$ cat config.mk
export PLATFORM = sky130hd
export DESIGN_NAME = lz77wc_ctrl
export DESIGN_NICKNAME = d
export VERILOG_FILES = /design/src/design/lz77_window_copy_core_macros.svh /design/src/design/lz77wc_pkg.sv /design/src/design/lz77wc_ctrl.sv
export SDC_FILE = /design/constraint.sdc
export NUM_CORES = 1
export LEC_CHECK = 0
export BUFFER_PORTS_ARGS = -buffer_cell sky130_fd_sc_hd__buf_2
export CAP_MARGIN = 30
export CORE_AREA = 3 3 40 42
export DETAILED_ROUTE_END_ITERATION = 8
export DIE_AREA = 0 0 43 45
export GPL_ROUTABILITY_DRIVEN = 1
export SLEW_MARGIN = 20
export SYNTH_ARGS = -nofsm -noshare
export SYNTH_HDL_FRONTEND = slang
export SYNTH_SLANG_ARGS = --single-unit
$ cat constraint.sdc
create_clock -name clk -period 0.8 [get_ports clk]
set_input_delay 0.12 -clock clk [delete_from_list [all_inputs] [get_ports clk]]
set_output_delay 0.12 -clock clk [all_outputs]
set_load 0.01 [all_outputs]
$ cat src/design/lz77_window_copy_core_macros.svh
// Assertion macros shared by the LZ77 window copy core.
// Both expect signals named clk and rst_n in the scope where they are used.
`ifndef LZ77_WINDOW_COPY_CORE_MACROS_SVH
`define LZ77_WINDOW_COPY_CORE_MACROS_SVH

`define LZ77WC_ASSERT_IMPL(label, pre, post) \
  label: assert property (@(posedge clk) disable iff (!rst_n) (pre) |-> (post)) \
    else $error("lz77 window copy check failed");

`define LZ77WC_ASSERT_NEXT(label, pre, post) \
  label: assert property (@(posedge clk) disable iff (!rst_n) (pre) |=> (post)) \
    else $error("lz77 window copy check failed");

`endif

$ cat src/design/lz77wc_pkg.sv
// Shared constants, codes and controller/datapath interface types
// for the LZ77 window copy core. No dependencies.
package lz77wc_pkg;

  localparam int unsigned WINDOW_SIZE_DEF = 32768;
  localparam int unsigned LANES_DEF       = 8;
  localparam int unsigned MAX_MATCH       = 258;

  localparam logic [1:0] OP_LIT     = 2'd0;
  localparam logic [1:0] OP_COPY    = 2'd1;
  localparam logic [1:0] OP_RESTART = 2'd2;

  localparam logic [1:0] ST_OK    = 2'd0;
  localparam logic [1:0] ST_DIST  = 2'd1;
  localparam logic [1:0] ST_LIMIT = 2'd2;

  typedef struct packed {
    logic lit_push;
    logic err_emit;
    logic copy_start;
    logic copy_push;
    logic restart;
  } lz77wc_cmd_t;

  typedef struct packed {
    logic rd_pend;
    logic emit_need;
    logic last_byte;
    logic out_free;
    logic dist_ok;
    logic len_zero;
  } lz77wc_sts_t;

endpackage

$ cat src/design/lz77wc_ctrl.sv
// Controller state machine of the LZ77 window copy core.
// Depends on lz77wc_pkg for op codes and the command and status types.
module lz77wc_ctrl
  import lz77wc_pkg::*;
(
  input  logic        clk,
  input  logic        rst_n,
  input  logic        in_valid,
  input  logic [1:0]  in_op,
  input  lz77wc_sts_t sts,
  output logic        in_ready,
  output lz77wc_cmd_t cmd
);

  localparam logic S_IDLE = 1'b0;
  localparam logic S_COPY = 1'b1;

  logic state_r;
  logic state_nxt;
  logic accept;

  assign in_ready = (state_r == S_IDLE) && sts.out_free;
  assign accept   = in_valid && in_ready;

  always_comb begin
    cmd       = '0;
    state_nxt = state_r;
    case (state_r)
      S_IDLE: begin
        if (accept) begin
          case (in_op)
            OP_LIT: begin
              cmd.lit_push = 1'b1;
            end
            OP_COPY: begin
              if (!sts.dist_ok) begin
                cmd.err_emit = 1'b1;
              end else if (!sts.len_zero) begin
                cmd.copy_start = 1'b1;
                state_nxt      = S_COPY;
              end
            end
            OP_RESTART: begin
              cmd.restart = 1'b1;
            end
            default: begin
            end
          endcase
        end
      end
      S_COPY: begin
        cmd.copy_push = sts.rd_pend && (!sts.emit_need || sts.out_free);
        if (cmd.copy_push && sts.last_byte) begin
          state_nxt = S_IDLE;
        end
      end
      default: begin
        state_nxt = S_IDLE;
      end
    endcase
  end

  always_ff @(posedge clk) begin
    if (!rst_n) begin
      state_r <= S_IDLE;
    end else begin
      state_r <= state_nxt;
    end
  end

endmodule

==> results of run 1 <==
==> critical path, cell delays in order, from the launching register on <==
cell and delay [ns]:
dfxtp_2 0.30, and4bb_1 0.26, nand4b_1 0.15, inv_2 0.08, buf_6 0.09
==> synth_stat cells, drive strengths merged <==
cell type	n
and3	1
nor3b	1
nor2	1
nor3	1
inv	2
nand4b	1
dfxtp	1
nand2b	1
a21boi	1
nand2	2
a31o	1
and2b	1
and4bb	1
==> path summary, 6_finish.rpt <==
kind                      start            endpoint  slack, ns  cells after the start
max reg2reg  state_r$_SDFF_PN0_  state_r$_SDFF_PN0_      -0.13                      3
max          state_r$_SDFF_PN0_              cmd[2]      -0.21                      4
min reg2reg  state_r$_SDFF_PN0_  state_r$_SDFF_PN0_       0.76                      3
min                       rst_n  state_r$_SDFF_PN0_       0.36                      2
==> repair_timing <==
item,CTS,global route
endpoints found under the setup margin,7,7
resized for setup,4,4
setup buffers,1,1
pin swaps,3,1
==> cell type report <==
| cell class | count | share of cell area, % |
|---|---|---|
| flip-flops and latches | 1 | 7.05 |
| well taps | 15 | 6.22 |
| multi-input cells | 12 | 36.5 |
| inverters | 2 | 2.49 |
| repair buffers | 21 | 47.7 |
==> metal layers <==
layer | global-route usage [%] | vias up | routed length (µm)
met3 | 0.797 | 0 | 51
met1 | 4.29 | 81 | 158
met5 | 0 | - | 0
li1 | - | 98 | -
met2 | 9.88 | 9 | 242
met4 | 0 | 0 | 0
==> kinds of logic (layout without fill, tap and decap cells) <==
logic type	after synthesis	after routing	synth area share [%]
flops	1	1	18.4
buf+inv	2	23	6.90
compound gates	2	2	14.9
simple gates	10	10	59.8
==> power by group through the flow <==
stage	logic, µW	clock network, µW	registers (µW)
6_report	88.0	0	52.0
5_1_grt	95.3	0	52.0
4_1_cts	82.2	0	51.9
3_5_place_dp	71.3	0	51.8
3_3_place_gp	70.5	0	51.8
2_1_floorplan	23.6	0	51.8
==> metrics by stage <==
step | setup slack [ns] | TNS, ns | instance area, µm² | power, µW
2_1_floorplan | -0.166 | -0.461 | 125 | 75.4
3_5_place_dp | -0.212 | -0.885 | 246 | 123
5_1_grt | -0.247 | -1.25 | 302 | 147
3_3_place_gp | -0.206 | -0.809 | 246 | 122
6_report | -0.211 | -1.03 | 302 | 140
4_1_cts | -0.210 | -0.960 | 272 | 134
==> impl_metrics.ini, run 1 <==
[finish]
num_antenna_cells = 0
fin_cells = 51
final_common_cell = buf_2
largest-register = state_r
fillers = 137
finalNetCount = 49
drive_above_1_share_pct = 86.1
areaGrowthSynthToFinish_pct = 177
largest_reg_flops = 1
post-route-util_pct = 23.5
multi_input_area_um2 = 110
final_cell_mix = buf_2, buf_6, buf_4
ff_latch_area_um2 = 21.3
top_regs = state_r: 1 flops

[global_routing]
grt_pass1_vias = 182
grt.total_usage_pct = 4.39
grt_pass1_wl_um = 690
antenna_found_initial = 0
overflow = 0
grt_start_max_net_pins = 5

[yosys]
ys_ff_latch = 1
ys_types = 13
ys.warnings.count = 0
ys_seq_area_share_pct = 18.4
synth.top_cell.area_share_pct = 18.4
syn_nets = 26
syn_inst = 15
syn_area_um2 = 109
ys_top_cells_by_area = dfxtp_1, and4bb_1, a31o_2, nand4b_1, a21boi_1
synth_area_per_cell_um2 = 7.26
yosys.area.top_type = dfxtp_1

[critical_path]
critical_path_class = reg -> out
critPathLaunchType = register
crit_arrival_ns = 0.89
crit_fanout = 3
cp-end-kind = primary output
crit_required_ns = 0.68

[die]
io_pins = 17
die_area_um2 = 1940
coreArea_um2 = 1280
dieWidth_um = 43
fp.dieH_um = 45
rows = 13
start_util_pct = 8.47

[timing]
rsz0062_at_grt = true
worst_pin_slew_ns = 0.138
hold_viol = 0
fin_skew_ns = 0
finalCriticalPeriod_ns = 1.01
setup_viol = 7
layout_setup_ws_ns = -0.211
clock.fmax_mhz = 990
fin_hold_ws_ns = 0.358
slew_headroom_pct = 90.7
slew_violations = 0
timing.final.crit_share_pct = 126

[clock_network]
clock_latency_ns = 0
path_clk_slew_ns = 0
cts_hold_buf = 0

[pwr]
power_density_nw_per_um2 = 464
peakVddDrop_v = 0.0000894
leakagePower_uw = 0.000156
power_switching_uw = 34.8
clock_power_share_pct = 0
pwr-share-comb_pct = 62.9
swShare_pct = 24.9
p_int_uw = 105
power_frac_seq_pct = 37.1

[detailed_routing]
wire_per_inst_um = 8.86
routed_via_density = 3.69
first_pass_iters = 2
wl_um = 452
drtIter0Drc = 1
ant_nets = 0
drc = 0
vias = 188

[flow_run]
maxCapViolCount = 0

[outcome]
status = complete, but fails checks
violations = setup timing

[placed_design]
numPlacedInstances = 49
routabilityCongestion = 0.636
port_buffers = 16
dp_hpwl_um = 397

[worst_hold_path]
hold_path_class = in -> reg
(Power assumes the default switching activity.)
==> run 2, diff against run 1 <==
--- a/config.mk
+++ b/config.mk
@@ -5,6 +5,7 @@
 export SDC_FILE = /design/constraint.sdc
 export NUM_CORES = 1
 export LEC_CHECK = 0
+export ABC_AREA = 1
 export BUFFER_PORTS_ARGS = -buffer_cell sky130_fd_sc_hd__buf_2
 export CAP_MARGIN = 30
 export CORE_AREA = 3 3 40 42
==> run 2 against run 1 <==
Net effect: flip-flop and latch count unchanged; setup slack better by 0.082 ns; the flow still finishes with violations (setup timing); routed wire length down 5.8%; sequential share of layout area about the same.
==> impl_metrics.ini, run 2 <==
[timing]
layout_setup_ws_ns = -0.129
slew_violations = 0
finalCriticalPeriod_ns = 0.929
clock.fmax_mhz = 1080
fin_skew_ns = 0
hold_viol = 0
worst_pin_slew_ns = 0.110
slew_headroom_pct = 92.6
setup_viol = 6
timing.final.crit_share_pct = 116
rsz0062_at_grt = true
fin_hold_ws_ns = 0.340

[worst_hold_path]
hold_path_class = in -> reg
whs_path_depth = 3

[detailed_routing]
vias = 212
drc = 0
first_pass_iters = 1
wire_per_inst_um = 6.98
routed_via_density = 3.48
ant_nets = 0
wl_um = 426
drtIter0Drc = 0

[die]
io_pins = 17
rows = 13
die_area_um2 = 1940
start_util_pct = 9.74
fp.dieH_um = 45
dieWidth_um = 43
coreArea_um2 = 1280

[finish]
fin_cells = 61
final_common_cell = buf_2
num_antenna_cells = 0
fin_area_um2 = 300
fillers = 154
drive_above_1_share_pct = 71.7
areaGrowthSynthToFinish_pct = 140
final_cell_mix = buf_2, inv_1, nand2_1
largest_reg_flops = 1
finalNetCount = 59
top_regs = state_r: 1 flops
largest-register = state_r

[flow_run]
maxCapViolCount = 0

[critical_path]
crit_fanout = 3
crit_required_ns = 0.68
rrSetupSlack_ns = -0.01
cp-end-kind = primary output
critical_path_class = reg -> out
crit_arrival_ns = 0.81
r2r_cells = 5
critPathLaunchType = register

[yosys]
synth.top_cell.area_share_pct = 24.0
syn_nets = 36
yosys.area.top_type = inv_1
synth-edff-count = 0
synth_area_per_cell_um2 = 5.00
synth_top_cells_by_count = inv_1, nand2_1, nor3_1, nor2_1
syn_area_um2 = 125
async_flop_share_pct = 0
ys_ff_latch = 1
ys.flop_type = dfxtp_1
ys_types = 10
ys_top_cells_by_area = inv_1, nand2_1, dfxtp_1, nor3_1, a21oi_2
ys.warnings.count = 0
syn_inst = 25
synth_most_common_cell = inv_1
ys_seq_area_share_pct = 16.0

[outcome]
status = complete, but fails checks
violations = setup timing

[global_routing]
overflow = 0
grt_pass1_wl_um = 662
antenna_found_initial = 0
grt.total_usage_pct = 4.07
grt_pass1_vias = 176
grt_start_max_net_pins = 4

[placed_design]
dp_hpwl_um = 343
dpl_cell_area_um2 = 262
routabilityCongestion = 0.606
pre_cts_slack_ns = -0.174
numPlacedInstances = 59
port_buffers = 16

[clock_network]
clock_latency_ns = 0
path_clk_slew_ns = 0

[pwr]
peakVddDrop_v = 0.000112
leakagePower_uw = 0.000179
power_density_nw_per_um2 = 511
-- run 2: cell count changes after synthesis, sizes merged, moves of 2 or more --
cell	change
inv	+7
nand2	+5
nor2	+2
nor3	+2
-- run 2: critical path, stage by stage (launching register included) --
cell,delay (ns)
dfxtp_2,0.30
inv_2,0.07
nand2_4,0.05
nor2_4,0.09
inv_2,0.06
nor3_2,0.09
buf_2,0.14
-- run 2: path summary, 6_finish.rpt --
kind,from,to
worst min register to register,state_r$_SDFF_PN0_,state_r$_SDFF_PN0_
worst max-delay path,state_r$_SDFF_PN0_,cmd[4]
worst max register to register,state_r$_SDFF_PN0_,state_r$_SDFF_PN0_
worst min-delay path,rst_n,state_r$_SDFF_PN0_
-- run 2: logic make-up after synthesis --
group,Yosys count,synth area share (%)
AOI/OAI and AO/OA,1,7.00
DFF,1,16.0
and+or+nand+nor,14,50.0
buffers and inverters,9,27.0
-- run 2: final cells by class --
class                   instances  area, µm²  area share (%)
multi-input cells              15       98.8            32.9
flip-flops and latches          1       21.3            7.08
well taps                      15       18.8            6.25
inverters                       9       33.8            11.3
repair buffers                 21        128            42.5
-- run 2: metrics by stage --
step	TNS (ns)	power, µW	util, %
final	-0.581	153	23.4
after global routing	-0.959	165	23.4
after CTS	-0.638	143	22.0
after detailed placement	-0.631	134	20.4
after global placement	-0.546	133	20.4
after floorplan	-0.160	84.1	-
-- run 2: timing repair --
item,CTS,global route
setup endpoints to repair,5,7
pin swaps,0,1
resized for setup,3,6
hold buffers,0,0
buffers inserted,2,1
-- run 2: per-layer routing --
layer | track usage (%) | vias up | share of wire, %
met3 | 0.398 | 0 | 12
met2 | 7.78 | 14 | 53
met5 | 0 | - | 0
li1 | - | 113 | -
met1 | 5.25 | 85 | 34
met4 | 0 | 0 | 0
-- run 2: report_power, final --
part | internal, µW | total, µW | switching, µW
clock | 0 | 0 | 0
combinational | 54.3 | 101 | 47.1
sequential | 51.5 | 51.9 | 0.316
total | 106 | 153 | 47.4
